`config.mk`:
```
export PLATFORM = sky130hd
export DESIGN_NAME = fragment_priority_table_unit
export DESIGN_NICKNAME = d
export VERILOG_FILES = /design/src/fpt_pkg.sv /design/src/fragment_priority_table_unit.sv /design/src/fpt_ram.sv
export VERILOG_INCLUDE_DIRS = /design/src /design/src/src
export SDC_FILE = /design/constraint.sdc
export NUM_CORES = 1
export LEC_CHECK = 0
export CAP_MARGIN = 20
export CORE_ASPECT_RATIO = 0.9
export CORE_MARGIN = 3
export CORE_UTILIZATION = 35
export CTS_BUF_LIST = sky130_fd_sc_hd__clkbuf_8 sky130_fd_sc_hd__clkbuf_16
export CTS_CLUSTER_DIAMETER = 50
export DETAILED_ROUTE_END_ITERATION = 8
export DONT_BUFFER_PORTS = 1
export PLACE_DENSITY = 0.53
export SYNTH_ARGS = -nofsm -noshare
export SYNTH_HDL_FRONTEND = slang
export SYNTH_SLANG_ARGS = --single-unit
```
`constraint.sdc`:
```
create_clock -name clk -period 11.2 [get_ports clk]
set_input_delay 0 -clock clk [delete_from_list [all_inputs] [get_ports clk]]
set_output_delay 0 -clock clk [all_outputs]
set_load 0.02 [all_outputs]
```
`src/fragment_priority_table_unit_assert.svh`:
```
// Assertion macros for the fragment priority table RTL.
`ifndef FRAGMENT_PRIORITY_TABLE_UNIT_ASSERT_SVH
`define FRAGMENT_PRIORITY_TABLE_UNIT_ASSERT_SVH

`ifndef ASSERT_OFF

`define FPT_ASSERT(lbl, clk, rst_n, cond, msg) \
  lbl: assert property (@(posedge clk) disable iff (!rst_n) (cond)) else $error(msg);

`define FPT_ASSERT_IMPLY(lbl, clk, rst_n, pre, post, msg) \
  lbl: assert property (@(posedge clk) disable iff (!rst_n) (pre) |-> (post)) \
    else $error(msg);

`define FPT_ASSERT_NEXT(lbl, clk, rst_n, pre, post, msg) \
  lbl: assert property (@(posedge clk) disable iff (!rst_n) (pre) |=> (post)) \
    else $error(msg);

`else

`define FPT_ASSERT(lbl, clk, rst_n, cond, msg)
`define FPT_ASSERT_IMPLY(lbl, clk, rst_n, pre, post, msg)
`define FPT_ASSERT_NEXT(lbl, clk, rst_n, pre, post, msg)

`endif

`endif

```
`src/fpt_pkg.sv`:
```
// Types and constants of the fragment priority table.
`default_nettype none

package fpt_pkg;

  localparam int unsigned TABLE_ENTRIES_DEF = 16;

  localparam int unsigned ADDR_W   = 16;
  localparam int unsigned TAG_W    = 16;
  localparam int unsigned SIZE_W   = 11;
  localparam int unsigned PRIO_W   = 2;
  localparam int unsigned LIFE_W   = 8;
  localparam int unsigned STATUS_W = 2;

  localparam int unsigned IN_TDATA_W  = 72;
  localparam int unsigned IN_TUSER_W  = 2;
  localparam int unsigned OUT_TDATA_W = 8;

  localparam int unsigned CFG_PADDR_W = 3;
  localparam int unsigned CFG_DATA_W  = 32;

  // Register index, taken from paddr above the byte offset.
  localparam logic REG_ENTRY_LIFETIME = 1'b0;

  localparam logic [LIFE_W-1:0] LIFETIME_RST = 8'd6;

  localparam logic OP_FRAME = 1'b0;
  localparam logic OP_TICK  = 1'b1;

  localparam logic [PRIO_W-1:0] PRIORITY_LOW    = 2'd0;
  localparam logic [PRIO_W-1:0] PRIORITY_NORMAL = 2'd1;

  typedef enum logic [STATUS_W-1:0] {
    ST_OK       = 2'd0,
    ST_NO_ENTRY = 2'd1,
    ST_HDR_FAIL = 2'd2
  } status_t;

  typedef struct packed {
    logic [ADDR_W-1:0] source;
    logic [TAG_W-1:0]  tag;
    logic [PRIO_W-1:0] prio;
    logic [LIFE_W-1:0] ticks;
  } entry_t;

  typedef struct packed {
    logic              op;
    logic              frag;
    logic [ADDR_W-1:0] src;
    logic [TAG_W-1:0]  tag;
    logic [SIZE_W-1:0] offset;
    logic [SIZE_W-1:0] flen;
    logic [SIZE_W-1:0] dsize;
    logic [PRIO_W-1:0] hprio;
    logic              hok;
  } item_t;

endpackage

`default_nettype wire

```
`src/fragment_priority_table_unit.sv`:
```
// Fragment priority table: per-datagram forwarding priority and lifetime tracking.
//
// Input channel (in_*): one word per frame or time tick; tuser carries the kind
// of word, tdata the frame and fragment header fields. Output channel (out_*):
// one word per input word with the forwarding priority, a status code and a
// flag that tells whether any table entry is still live.
// Config port (cfg_*): APB style, one register, entry_lifetime at address 0.
//
// Every word walks the whole table once through the read port of the entry
// memory, one entry per cycle; a tick writes back each live entry as it is
// checked, and a frame word then applies at most one write. The block takes
// the next word only after the previous one has passed the scan, apply and
// done states and its result is registered.
// A new word is accepted while the previous result still waits in the output
// register; if the receiver stalls longer, the block holds before writing its
// next result and takes no further word.
// Reset clears all entry valid bits at once and loads entry_lifetime with 6;
// the block accepts words in the cycle after reset.
`default_nettype none

`include "fragment_priority_table_unit_assert.svh"

module fragment_priority_table_unit
  import fpt_pkg::*;
#(
  parameter int unsigned TABLE_ENTRIES = TABLE_ENTRIES_DEF
) (
  input  wire logic                   clk,
  input  wire logic                   rst_n,
  input  wire logic                   in_tvalid,
  output logic                        in_tready,
  // src_addr[15:0], datagram_tag[31:16], datagram_offset[42:32],
  // fragment_length[53:43], datagram_size[64:54], header_priority[66:65],
  // header_priority_ok[67], zero fill[71:68]
  input  wire logic [IN_TDATA_W-1:0]  in_tdata,
  // operation[0], is_fragment[1]
  input  wire logic [IN_TUSER_W-1:0]  in_tuser,
  output logic                        out_tvalid,
  input  wire logic                   out_tready,
  // priority_res[1:0], status[3:2], table_nonempty[4], zero fill[7:5]
  output logic [OUT_TDATA_W-1:0]      out_tdata,
  input  wire logic                   cfg_psel,
  input  wire logic                   cfg_penable,
  input  wire logic                   cfg_pwrite,
  input  wire logic [CFG_PADDR_W-1:0] cfg_paddr,
  input  wire logic [CFG_DATA_W-1:0]  cfg_pwdata,
  output logic      [CFG_DATA_W-1:0]  cfg_prdata,
  output logic                        cfg_pready
);

  localparam int unsigned IDX_W   = (TABLE_ENTRIES > 1) ? $clog2(TABLE_ENTRIES) : 1;
  localparam int unsigned CNT_W   = $clog2(TABLE_ENTRIES + 1);
  localparam int unsigned ENTRY_W = $bits(entry_t);
  localparam logic [IDX_W-1:0] LAST_IDX = IDX_W'(TABLE_ENTRIES - 1);

  typedef enum logic [1:0] {
    S_IDLE,
    S_SCAN,
    S_APPLY,
    S_DONE
  } state_t;

  // Configuration register.
  logic [LIFE_W-1:0] lifetime_r;
  logic              cfg_wr;

  assign cfg_pready = 1'b1;
  assign cfg_wr     = cfg_psel && cfg_penable && cfg_pwrite &&
                      (cfg_paddr[CFG_PADDR_W-1] == REG_ENTRY_LIFETIME);
  assign cfg_prdata = (cfg_paddr[CFG_PADDR_W-1] == REG_ENTRY_LIFETIME) ?
                      {{(CFG_DATA_W-LIFE_W){1'b0}}, lifetime_r} : '0;

  always_ff @(posedge clk) begin
    if (!rst_n) begin
      lifetime_r <= LIFETIME_RST;
    end else if (cfg_wr) begin
      lifetime_r <= cfg_pwdata[LIFE_W-1:0];
    end
  end

  // Control state.
  state_t                   state_r, state_nxt;
  logic [TABLE_ENTRIES-1:0] valid_r, valid_nxt;
  logic [CNT_W-1:0]         cnt_r, cnt_nxt;
  logic [IDX_W-1:0]         rd_idx_r, rd_idx_nxt;
  logic                     rd_busy_r, rd_busy_nxt;
  logic                     pend_vld_r, pend_vld_nxt;
  logic                     hit_found_r, hit_found_nxt;
  logic                     free_found_r, free_found_nxt;
  logic                     out_tvalid_r, out_tvalid_nxt;

  // Payload state.
  item_t                    item_r, item_nxt;
  logic [IDX_W-1:0]         pend_idx_r, pend_idx_nxt;
  logic [IDX_W-1:0]         hit_idx_r, hit_idx_nxt;
  logic [PRIO_W-1:0]        hit_prio_r, hit_prio_nxt;
  logic [IDX_W-1:0]         free_idx_r, free_idx_nxt;
  logic [PRIO_W-1:0]        res_prio_r, res_prio_nxt;
  status_t                  res_status_r, res_status_nxt;
  logic [OUT_TDATA_W-1:0]   out_tdata_r, out_tdata_nxt;

  // Entry memory.
  logic               ram_we;
  logic [IDX_W-1:0]   ram_waddr;
  entry_t             ram_wentry;
  logic               ram_re;
  logic [ENTRY_W-1:0] ram_rdata;
  entry_t             rd_entry;

  fpt_ram #(
    .WIDTH (ENTRY_W),
    .DEPTH (TABLE_ENTRIES)
  ) u_entry_ram (
    .clk   (clk),
    .we    (ram_we),
    .waddr (ram_waddr),
    .wdata (ram_wentry),
    .re    (ram_re),
    .raddr (rd_idx_r),
    .rdata (ram_rdata)
  );

  assign rd_entry  = entry_t'(ram_rdata);
  assign ram_re    = (state_r == S_SCAN) && rd_busy_r;
  assign in_tready = (state_r == S_IDLE);
  assign out_tvalid = out_tvalid_r;
  assign out_tdata  = out_tdata_r;

  logic              pend_valid;
  logic              pend_match;
  logic [LIFE_W-1:0] ticks_dec;
  logic              is_last;
  logic              is_later;
  logic              create;

  assign pend_valid = valid_r[pend_idx_r];
  assign pend_match = pend_valid && (rd_entry.source == item_r.src) &&
                      (rd_entry.tag == item_r.tag);
  assign ticks_dec  = (rd_entry.ticks != '0) ? rd_entry.ticks - 1'b1 : '0;
  // Offset plus length may exceed 11 bits, so the compare is one bit wider.
  assign is_last    = ({1'b0, item_r.offset} + {1'b0, item_r.flen}) >=
                      {1'b0, item_r.dsize};
  assign is_later   = item_r.frag && (item_r.offset != '0);
  assign create     = (state_r == S_APPLY) && (item_r.op == OP_FRAME) &&
                      !is_later && item_r.hok && item_r.frag &&
                      !hit_found_r && free_found_r;

  always_comb begin
    state_nxt      = state_r;
    valid_nxt      = valid_r;
    cnt_nxt        = cnt_r;
    rd_idx_nxt     = rd_idx_r;
    rd_busy_nxt    = rd_busy_r;
    pend_vld_nxt   = 1'b0;
    pend_idx_nxt   = rd_idx_r;
    hit_found_nxt  = hit_found_r;
    free_found_nxt = free_found_r;
    hit_idx_nxt    = hit_idx_r;
    hit_prio_nxt   = hit_prio_r;
    free_idx_nxt   = free_idx_r;
    item_nxt       = item_r;
    res_prio_nxt   = res_prio_r;
    res_status_nxt = res_status_r;
    out_tvalid_nxt = out_tvalid_r && !out_tready;
    out_tdata_nxt  = out_tdata_r;
    ram_we         = 1'b0;
    ram_waddr      = pend_idx_r;
    ram_wentry     = '{source: rd_entry.source, tag: rd_entry.tag,
                       prio: rd_entry.prio, ticks: ticks_dec};

    case (state_r)
      S_IDLE: begin
        if (in_tvalid) begin
          item_nxt = '{op: in_tuser[0], frag: in_tuser[1],
                       src: in_tdata[15:0], tag: in_tdata[31:16],
                       offset: in_tdata[42:32], flen: in_tdata[53:43],
                       dsize: in_tdata[64:54], hprio: in_tdata[66:65],
                       hok: in_tdata[67]};
          rd_idx_nxt     = '0;
          rd_busy_nxt    = 1'b1;
          hit_found_nxt  = 1'b0;
          free_found_nxt = 1'b0;
          state_nxt      = S_SCAN;
        end
      end

      S_SCAN: begin
        // Reads run one entry ahead of the data being checked; a tick writes
        // back the entry behind the read address, so the two never collide.
        pend_vld_nxt = rd_busy_r;
        if (rd_busy_r) begin
          if (rd_idx_r == LAST_IDX) begin
            rd_busy_nxt = 1'b0;
          end else begin
            rd_idx_nxt = rd_idx_r + 1'b1;
          end
        end
        if (pend_vld_r) begin
          if (item_r.op == OP_TICK) begin
            if (pend_valid) begin
              ram_we = 1'b1;
              if (ticks_dec == '0) begin
                valid_nxt[pend_idx_r] = 1'b0;
                cnt_nxt               = cnt_nxt - 1'b1;
              end
            end
          end else begin
            if (pend_match && !hit_found_r) begin
              hit_found_nxt = 1'b1;
              hit_idx_nxt   = pend_idx_r;
              hit_prio_nxt  = rd_entry.prio;
            end
            if (!pend_valid && !free_found_r) begin
              free_found_nxt = 1'b1;
              free_idx_nxt   = pend_idx_r;
            end
          end
          if (pend_idx_r == LAST_IDX) begin
            state_nxt = S_APPLY;
          end
        end
      end

      S_APPLY: begin
        ram_waddr  = hit_idx_r;
        ram_wentry = '{source: item_r.src, tag: item_r.tag,
                       prio: hit_prio_r, ticks: lifetime_r};
        res_prio_nxt   = PRIORITY_LOW;
        res_status_nxt = ST_OK;
        if (item_r.op == OP_FRAME) begin
          if (is_later && !hit_found_r) begin
            res_prio_nxt   = PRIORITY_NORMAL;
            res_status_nxt = ST_NO_ENTRY;
          end else if (is_later || item_r.hok) begin
            res_prio_nxt = is_later ? hit_prio_r : item_r.hprio;
            if (item_r.frag) begin
              if (hit_found_r) begin
                // A matched fragment ends its datagram or keeps it alive.
                if (is_last) begin
                  valid_nxt[hit_idx_r] = 1'b0;
                  cnt_nxt              = cnt_r - 1'b1;
                end else begin
                  ram_we = 1'b1;
                end
              end else if (free_found_r) begin
                ram_we               = 1'b1;
                ram_waddr            = free_idx_r;
                ram_wentry.prio      = item_r.hprio;
                valid_nxt[free_idx_r] = 1'b1;
                cnt_nxt              = cnt_r + 1'b1;
              end
            end
          end else begin
            res_prio_nxt   = PRIORITY_NORMAL;
            res_status_nxt = ST_HDR_FAIL;
          end
        end
        state_nxt = S_DONE;
      end

      S_DONE: begin
        if (!out_tvalid_r || out_tready) begin
          out_tvalid_nxt = 1'b1;
          out_tdata_nxt  = {{(OUT_TDATA_W-5){1'b0}}, (cnt_r != '0),
                            res_status_r, res_prio_r};
          state_nxt      = S_IDLE;
        end
      end

      default: begin
        state_nxt = S_IDLE;
      end
    endcase
  end

  always_ff @(posedge clk) begin
    item_r       <= item_nxt;
    pend_idx_r   <= pend_idx_nxt;
    hit_idx_r    <= hit_idx_nxt;
    hit_prio_r   <= hit_prio_nxt;
    free_idx_r   <= free_idx_nxt;
    res_prio_r   <= res_prio_nxt;
    res_status_r <= res_status_nxt;
    out_tdata_r  <= out_tdata_nxt;
    if (!rst_n) begin
      state_r      <= S_IDLE;
      valid_r      <= '0;
      cnt_r        <= '0;
      rd_idx_r     <= '0;
      rd_busy_r    <= 1'b0;
      pend_vld_r   <= 1'b0;
      hit_found_r  <= 1'b0;
      free_found_r <= 1'b0;
      out_tvalid_r <= 1'b0;
    end else begin
      state_r      <= state_nxt;
      valid_r      <= valid_nxt;
      cnt_r        <= cnt_nxt;
      rd_idx_r     <= rd_idx_nxt;
      rd_busy_r    <= rd_busy_nxt;
      pend_vld_r   <= pend_vld_nxt;
      hit_found_r  <= hit_found_nxt;
      free_found_r <= free_found_nxt;
      out_tvalid_r <= out_tvalid_nxt;
    end
  end

  // The live-entry count must track the valid bits exactly.
  `FPT_ASSERT(a_cnt_matches_valid, clk, rst_n, $countones(valid_r) == cnt_r,
    "entry count differs from valid bits")

  // A frame scan only reads; writes then would corrupt entries not yet checked.
  `FPT_ASSERT_IMPLY(a_no_write_frame_scan, clk, rst_n,
    (state_r == S_SCAN) && (item_r.op == OP_FRAME), !ram_we,
    "memory written during a frame scan")

  // A new entry must land in a slot that was free.
  `FPT_ASSERT_IMPLY(a_create_in_free_slot, clk, rst_n, create,
    !valid_r[free_idx_r] && ram_we && (ram_waddr == free_idx_r),
    "entry created over a live slot")

  // A result word is loaded only on the way back to idle.
  `FPT_ASSERT_NEXT(a_result_then_idle, clk, rst_n,
    (state_r == S_DONE) && (!out_tvalid_r || out_tready),
    out_tvalid_r && (state_r == S_IDLE),
    "result not presented after completion")

endmodule

`default_nettype wire

```
`src/fpt_ram.sv`:
```
// Generic single-port-write, single-port-read RAM with registered read data.
`default_nettype none

module fpt_ram #(
  parameter int unsigned WIDTH = 8,
  parameter int unsigned DEPTH = 16,
  localparam int unsigned AW = (DEPTH > 1) ? $clog2(DEPTH) : 1
) (
  input  wire logic             clk,
  input  wire logic             we,
  input  wire logic [AW-1:0]    waddr,
  input  wire logic [WIDTH-1:0] wdata,
  input  wire logic             re,
  input  wire logic [AW-1:0]    raddr,
  output logic      [WIDTH-1:0] rdata
);

  logic [WIDTH-1:0] mem [DEPTH];

  always_ff @(posedge clk) begin
    if (we) begin
      mem[waddr] <= wdata;
    end
    if (re) begin
      rdata <= mem[raddr];
    end
  end

endmodule

`default_nettype wire

```
==> results of run 1 <==
[metrics by stage]
stage          instance area (µm²)  hold slack [ns]  cells
3_3_place_gp                 35500           0.0787   2888
5_1_grt                      40600           0.0129   3237
6_report                     40600           0.0459   3238
3_5_place_dp                 35600           0.0842   2890
4_1_cts                      40500          0.00529   3233
2_1_floorplan                34100           0.0718   1703
[Yosys cell counts, drive strengths merged, types with 5 or more instances]
| cell | count | area [µm²] |
|---|---|---|
| mux4 | 214 | 4820 |
| nor3b | 10 | 86.3 |
| nor4 | 14 | 113 |
| buf | 51 | 327 |
| a22oi | 27 | 203 |
| dfxtp | 44 | 881 |
| a211oi | 9 | 67.6 |
| a21oi | 41 | 205 |
| ha | 31 | 388 |
| o21ai | 19 | 95.1 |
| nand3 | 15 | 75.1 |
| nor2 | 52 | 200 |
| nor2b | 23 | 144 |
| mux2i | 10 | 100 |
| xnor2 | 10 | 87.6 |
| nand2 | 39 | 146 |
| inv | 28 | 105 |
| xor2 | 34 | 298 |
| nand4 | 6 | 37.5 |
| and3 | 9 | 56.3 |
| clkbuf | 52 | 196 |
| and3b | 5 | 43.8 |
| nor3 | 17 | 96.4 |
| o31ai | 9 | 67.6 |
| edfxtp | 803 | 24100 |
| mux2 | 34 | 383 |
| a311oi | 16 | 146 |
[cells in the final DEF, fill, tap and decap left out, types with 6 or more instances in the layout]
| master | instances |
|---|---|
| clkbuf_16 | 100 |
| clkinv_4 | 8 |
| nor2_1 | 34 |
| clkinv_2 | 10 |
| xor2_1 | 34 |
| nor3_1 | 16 |
| a22oi_1 | 27 |
| mux4_2 | 214 |
| mux2_2 | 34 |
| a211oi_1 | 9 |
| dfxtp_1 | 40 |
| conb_1 | 28 |
| and3_1 | 9 |
| bufinv_16 | 11 |
| a21oi_1 | 41 |
| clkinv_1 | 19 |
| nor4_1 | 10 |
| nand4_1 | 6 |
| nor2b_1 | 23 |
| edfxtp_1 | 803 |
| xnor2_1 | 10 |
| o31ai_1 | 9 |
| nor3b_1 | 9 |
| dlygate4sd3_1 | 161 |
| a311oi_1 | 15 |
| ha_1 | 30 |
| o21ai_0 | 17 |
| buf_4 | 35 |
| mux2i_1 | 10 |
| inv_1 | 41 |
| inv_8 | 6 |
| nand3_1 | 15 |
| nand2_1 | 39 |
| nor2_4 | 16 |
[power by group through the flow]
stage	logic [mW]	clock network (mW)	registers, mW
2_1_floorplan	0.912	0	3.91
3_3_place_gp	1.14	0	4.00
3_5_place_dp	1.18	0	4.00
4_1_cts	1.23	3.31	3.94
5_1_grt	1.37	3.46	3.93
6_report	1.24	3.23	3.91
[cell type report]
type / count / area share (%)
clock buffers: 100 / 6.17
inverters: 28 / 0.265
repair buffers: 202 / 4.90
diodes: 1 / 0.00617
flip-flops and latches: 847 / 61.6
multi-input cells: 725 / 21.1
well taps: 1253 / 3.86
clock inverters: 82 / 2.03
[sequential cells by signal, indices dropped and copies added, names as in the netlist, 4 cells and up]
register	count
cnt_r	5
free_idx_r	4
hit_idx_r	4
item_r	70
lifetime_r	8
out_tdata	5
pend_idx_nxt	4
pend_idx_r	4
u_entry_ram.mem	672
u_entry_ram.rdata	42
valid_r	16
[worst max-delay path, cell delays in order, from the launching register on]
cell and delay [ns]:
edfxtp_1 0.42, ha_1 0.25, fa_1 0.41, a21o_1 0.18
a21oi_1 0.22, o21bai_1 0.12, a211oi_1 0.26, o21bai_1 0.16
a311o_1 0.35, ha_1 0.19, nor2_1 0.09, nand2_1 0.06
a211oi_1 0.31, o211ai_1 0.18, a221oi_1 0.73, o22ai_1 0.48
nor2_4 0.89, buf_4 0.61
[logic make-up after synthesis]
group           count (synthesis)  share of synthesized area (%)
flops                         847                           73.6
mux                           258                           15.6
simple gates                  206                           3.31
compound gates                157                           3.26
buf+inv                       131                           1.85
xor+xnor                       44                           1.13
fa+ha+maj                      32                           1.20
other cells                     2                         0.0221
[per-layer routing]
metal	part of all wire (%)	wire, µm	vias to the layer above
li1	-	-	7382
met1	44	36700	9171
met2	49	40500	458
met3	4.7	3920	119
met4	2.0	1660	0
met5	0	0	-
[worst min path at each step]
stage	from	endpoint	slack (ns)
5_1_grt	in_tdata[65]	item_r[1]	0.01
3_3_place_gp	rst_n	lifetime_r[2]	0.08
3_5_place_dp	cfg_paddr[2]	cfg_prdata[6]	0.08
6_report	in_tdata[66]	item_r[2]	0.05
4_1_cts	in_tdata[65]	item_r[1]	0.005
2_1_floorplan	rst_n	lifetime_r[1]	0.07
[timing repair]
item	CTS	global route
hold buffers	161	0
hold endpoints to repair	134	0
gates resized for setup	0	0
==> flow_summary.json, run 1 <==
{
  "netSwitchingPower_mw": 2.15,
  "initial_core_utilization_pct": 35.6,
  "met2_usage_pct": 27.4,
  "setup-tns-final_ns": 0,
  "grt_pass1_wl_mm": 122,
  "grt_setup_unrepaired": "false",
  "worstPathArrival_ns": 6.60,
  "flow.area_growth_from_synthesis_pct": 19.5,
  "design.core.area_mm2": 0.0955,
  "clockPowerShare_pct": 38.6,
  "p_total_mw": 8.38,
  "p_leak_nw": 12.6,
  "worst_slack_ns": 4.89,
  "worstHoldPathCells": 1,
  "multiInputGateArea_mm2": 0.00857,
  "synth_edf_count": 803,
  "place.detailed.hpwl_mm": 42.0,
  "timing.final.hold_violations": 0,
  "tightest_slew_ns": 1.05,
  "synth-seq-cells": 847,
  "nFillCells": 8258,
  "antenna_found_initial": 0,
  "clk_root_buffer_cell": "clkbuf_16",
  "crit_end": "u_entry_ram.mem[7][7]",
  "power.ir.vdd_worst_uv": 115,
  "cts.clk_slew.worst_paths_ns": 0.06,
  "seq_power_share_pct": 46.6,
  "reg2regPathDepth": 17,
  "drive_gt1_share_pct": 24.0,
  "grt_start_max_net_pins": 114,
  "layout.core_utilization_pct": 42.5,
  "insertion_delay_ns": 0.67,
  "setup.worst_path.start": "item_r[25]",
  "rrSetupSlack_ns": 4.89,
  "detailroute.via_count": 17100,
  "finalClockSkew_ns": 0.0419,
  "post_synth_inst_count": 1677,
  "met3_usage_pct": 2.49,
  "wl_per_cell_um": 25.6,
  "detail_route.iter0.violations": 1421,
  "run_status": "finished, final reports clean",
  "drc": 0,
  "detail_route.wirelength_mm": 82.9,
  "synth_area_mm2": 0.0340,
  "seqCellArea_mm2": 0.0250,
  "grt.busiest_layer": "met2",
  "worstPathRequired_ns": 11.48,
  "critical_path.endpoint_type": "flop",
  "cap_violations": 0,
  "die_area_mm2": 0.101,
  "p_int_mw": 6.24,
  "detail_route.vias_per_cell": 5.29,
  "clock_sink_count": 847,
  "clockBufferDepth": 3,
  "antenna_left": 0,
  "hp-class": "primary input to flop",
  "fp.dieH_um": 302,
  "largest_fanout_on_the_critical_path": 23,
  "avgSynthCellArea_um2": 20.2,
  "critPathKind": "flop to flop",
  "reg2reg_to": "u_entry_ram.mem[7][7]",
  "groute.layer.met1.usage_pct": 23.1,
  "switching_share_pct": 25.6,
  "yosys_warnings": 0,
  "top_level_ports": 159,
  "grt_pass1_vias": 18000,
  "yosys.cell_types.count": 72,
  "synth_ff_type": "edfxtp_1",
  "crit_path_start_kind": "flop",
  "worstReg2RegStart": "item_r[25]",
  "drt-pass1-iter-count": 5,
  "clock.fmax_mhz": 158,
  "period_share_pct": 56.4,
  "asyncSetResetFlopFracSynth_pct": 0,
  "dieWidth_um": 334,
  "globalRouteOverflowTotal": 0,
  "grt_util_all_layers_pct": 16.6,
  "max-slew-margin-rel_pct": 29.2,
  "min_period_ns": 6.31,
  "comb_power_share_pct": 14.8,
  "post-cts-setup-buffer-count": 0,
  "cts-htree-levels": 3,
  "pwr_density_cell_mw_per_mm2": 207,
  "routability_congestion": 0.798,
  "timing_max_transition_violations_final": 0,
  "cts_buffers": 99,
  "tritoncts": "done",
  "synth_sequential_area_ratio_pct": 73.6,
  "port_buffers": 0,
  "core.rowCount": 107,
  "placement.setup.worst_slack_ns": 4.82,
  "final_net_count": 2051,
  "setup_viol_count_final": 0
}
Note: power is estimated with default switching activity, not from simulation.
==> inputs of run 2 (changes only) <==
Settings changed: PLACE_DENSITY 0.53 to 0.55.
Clock period 11.2 ns to 5.48 ns, I/O delays scaled along.
==> flow_summary.json, run 2 (synthesis results as in run 1) <==
{
  "cts_buffers": 91,
  "largest_registers": "u_entry_ram.mem: 672 flops, item_r: 70 flops, u_entry_ram.rdata: 42 flops",
  "min_period_ns": 5.03,
  "layout.cells.most_common": "edfxtp_1",
  "initial_core_utilization_pct": 35.6,
  "final_net_count": 2060,
  "fp.dieH_um": 302,
  "worstPathRequired_ns": 5.82,
  "most_frequent_cells_in_the_layout": "803 x edfxtp_1, 214 x mux4_2, 160 x dlygate4sd3_1",
  "antenna_left": 0,
  "grt_start_max_net_pins": 60,
  "detail_route.iter0.violations": 1532,
  "drc": 0,
  "layout.cell_area.non_filler_mm2": 0.0406,
  "p_leak_nw": 12.6,
  "clock_sink_count": 847,
  "hp-class": "primary input to flop",
  "port_buffers": 0,
  "routability_congestion": 0.797,
  "critPathKind": "flop to flop",
  "detail_route.vias_per_cell": 5.27,
  "grt.busiest_layer": "met2",
  "detailroute.via_count": 17100,
  "seqCellArea_mm2": 0.0250,
  "setup.worst_path.start": "item_r[25]",
  "top_level_ports": 159,
  "stdcell_count": 3241,
  "nFillCells": 8245,
  "placement_cell_area_mm2": 0.0359,
  "dieWidth_um": 334,
  "largest_register_ff_count": 672,
  "grt_util_all_layers_pct": 16.0,
  "run_status": "finished, final reports clean",
  "drt-pass1-iter-count": 5,
  "die_area_mm2": 0.101,
  "pwr_density_cell_mw_per_mm2": 410,
  "largest_fanout_on_the_critical_path": 22,
  "place.detailed.hpwl_mm": 44.2,
  "grt_pass1_wl_mm": 119,
  "worstPathArrival_ns": 5.37,
  "timing.final.hold_violations": 0,
  "core.rowCount": 107,
  "globalRouteOverflowTotal": 0,
  "max-slew-margin-rel_pct": 27.0,
  "place_inst": 2906,
  "multiInputGateArea_mm2": 0.00857,
  "power.ir.vdd_worst_uv": 272,
  "detail_route.wirelength_mm": 80.2,
  "drive_gt1_share_pct": 24.0,
  "critical_path.endpoint_type": "flop",
  "timing_max_transition_violations_final": 0,
  "setup-tns-final_ns": 0,
  "worstReg2RegStart": "item_r[25]",
  "crit_path_start_kind": "flop",
  "setup_viol_count_final": 0,
  "p_total_mw": 16.7,
  "clk_root_buffer_cell": "clkbuf_16",
  "clock.fmax_mhz": 199,
  "met2_usage_pct": 25.4,
  "cap_violations": 0,
  "grt_setup_unrepaired": "false",
  "cts-htree-levels": 3,
  "tightest_slew_ns": 1.09,
  "design.core.area_mm2": 0.0955,
  "finalClockSkew_ns": 0.0382,
  "hold_path.startpoint": "in_tuser[0]",
  "met3_usage_pct": 2.90,
  "cts_repair_resize_count": 0,
  "insertion_delay_ns": 0.66,
  "antennaDiodeCount": 0,
  "clockBufferDepth": 3,
  "tritoncts": "done",
  "period_share_pct": 91.8,
  "wl_per_cell_um": 24.7,
  "groute.layer.met1.usage_pct": 22.9,
  "flow.area_growth_from_synthesis_pct": 19.6,
  "cts.clk_slew.worst_paths_ns": 0.06,
  "antenna_found_initial": 2,
  "max_flop_register": "u_entry_ram.mem",
  "grt_pass1_vias": 17800
}
## run 2: cell count changes in the layout (fill, tap and decap cells not counted), sizes merged
| cell | previous run | this run |
|---|---|---|
| bufinv | 11 | 9 |
| diode | 1 | 0 |
| dlygate4sd3 | 161 | 160 |
| buf | 41 | 59 |
| clkbuf | 100 | 93 |
| inv | 54 | 53 |
| clkinv | 42 | 39 |
## run 2: critical path, cell delays in order (launching register included)
cell      delay [ns]
edfxtp_1        0.41
ha_1            0.24
fa_1            0.42
a21o_1          0.17
a21oi_1         0.24
o21bai_1        0.13
a211oi_1        0.25
o21bai_1        0.16
a311o_1         0.35
ha_1            0.19
nor2_1          0.09
nand2_1         0.06
a211oi_1        0.31
o211ai_1        0.15
a221oi_1        0.36
buf_4           0.21
o22ai_1         0.28
nor2_4          0.42
buf_12          0.24
## run 2: worst paths after layout
check | to | slack [ns] | depth (start not counted)
worst min register to register | out_tdata[3] | 0.43 | 0
worst max-delay path | u_entry_ram.mem[2][24] | 0.45 | 18
worst max register to register | u_entry_ram.mem[2][24] | 0.45 | 18
worst min-delay path | item_r[69] | 0.03 | 1
## run 2: where the power goes
part / internal (mW) / switching (mW) / total, mW / leakage, nW
Sequential: 7.74 / 0.271 / 8.01 / 7.61
Clock: 3.53 / 2.54 / 6.07 / 1.53
Combinational: 1.12 / 1.46 / 2.58 / 3.47
## run 2: metal layers
layer | share of wire [%] | up-vias
met5 | 0.014 | -
met4 | 1.7 | 2
met3 | 5.4 | 108
met2 | 47 | 512
met1 | 45 | 9076
li1 | - | 7388
## run 2: repair_timing
| action | in CTS | in global routing |
|---|---|---|
| endpoints found under the hold margin | 98 | 9 |
| setup endpoints to repair | 0 | 22 |
| buffers inserted | 0 | 2 |
| hold buffers | 159 | 1 |
## run 2: stage by stage
stage / util (%) / worst slack, ns / hold WS (ns)
after CTS: 42.4 / 0.322 / 0.000674
after global placement: 37.6 / 0.317 / 0.0795
after detailed placement: 37.6 / 0.372 / 0.0800
after floorplan: - / -0.182 / 0.0718
final: 42.5 / 0.449 / 0.0322
after global routing: 42.5 / 0.0788 / 0.00957
## run 2: cell type report
type | instances | share of cell area, %
flip-flops and latches | 847 | 61.6
repair buffers | 219 | 5.78
clock inverters | 76 | 1.66
inverters | 28 | 0.265
multi-input cells | 725 | 21.1
clock buffers | 93 | 5.73
well taps | 1253 | 3.86
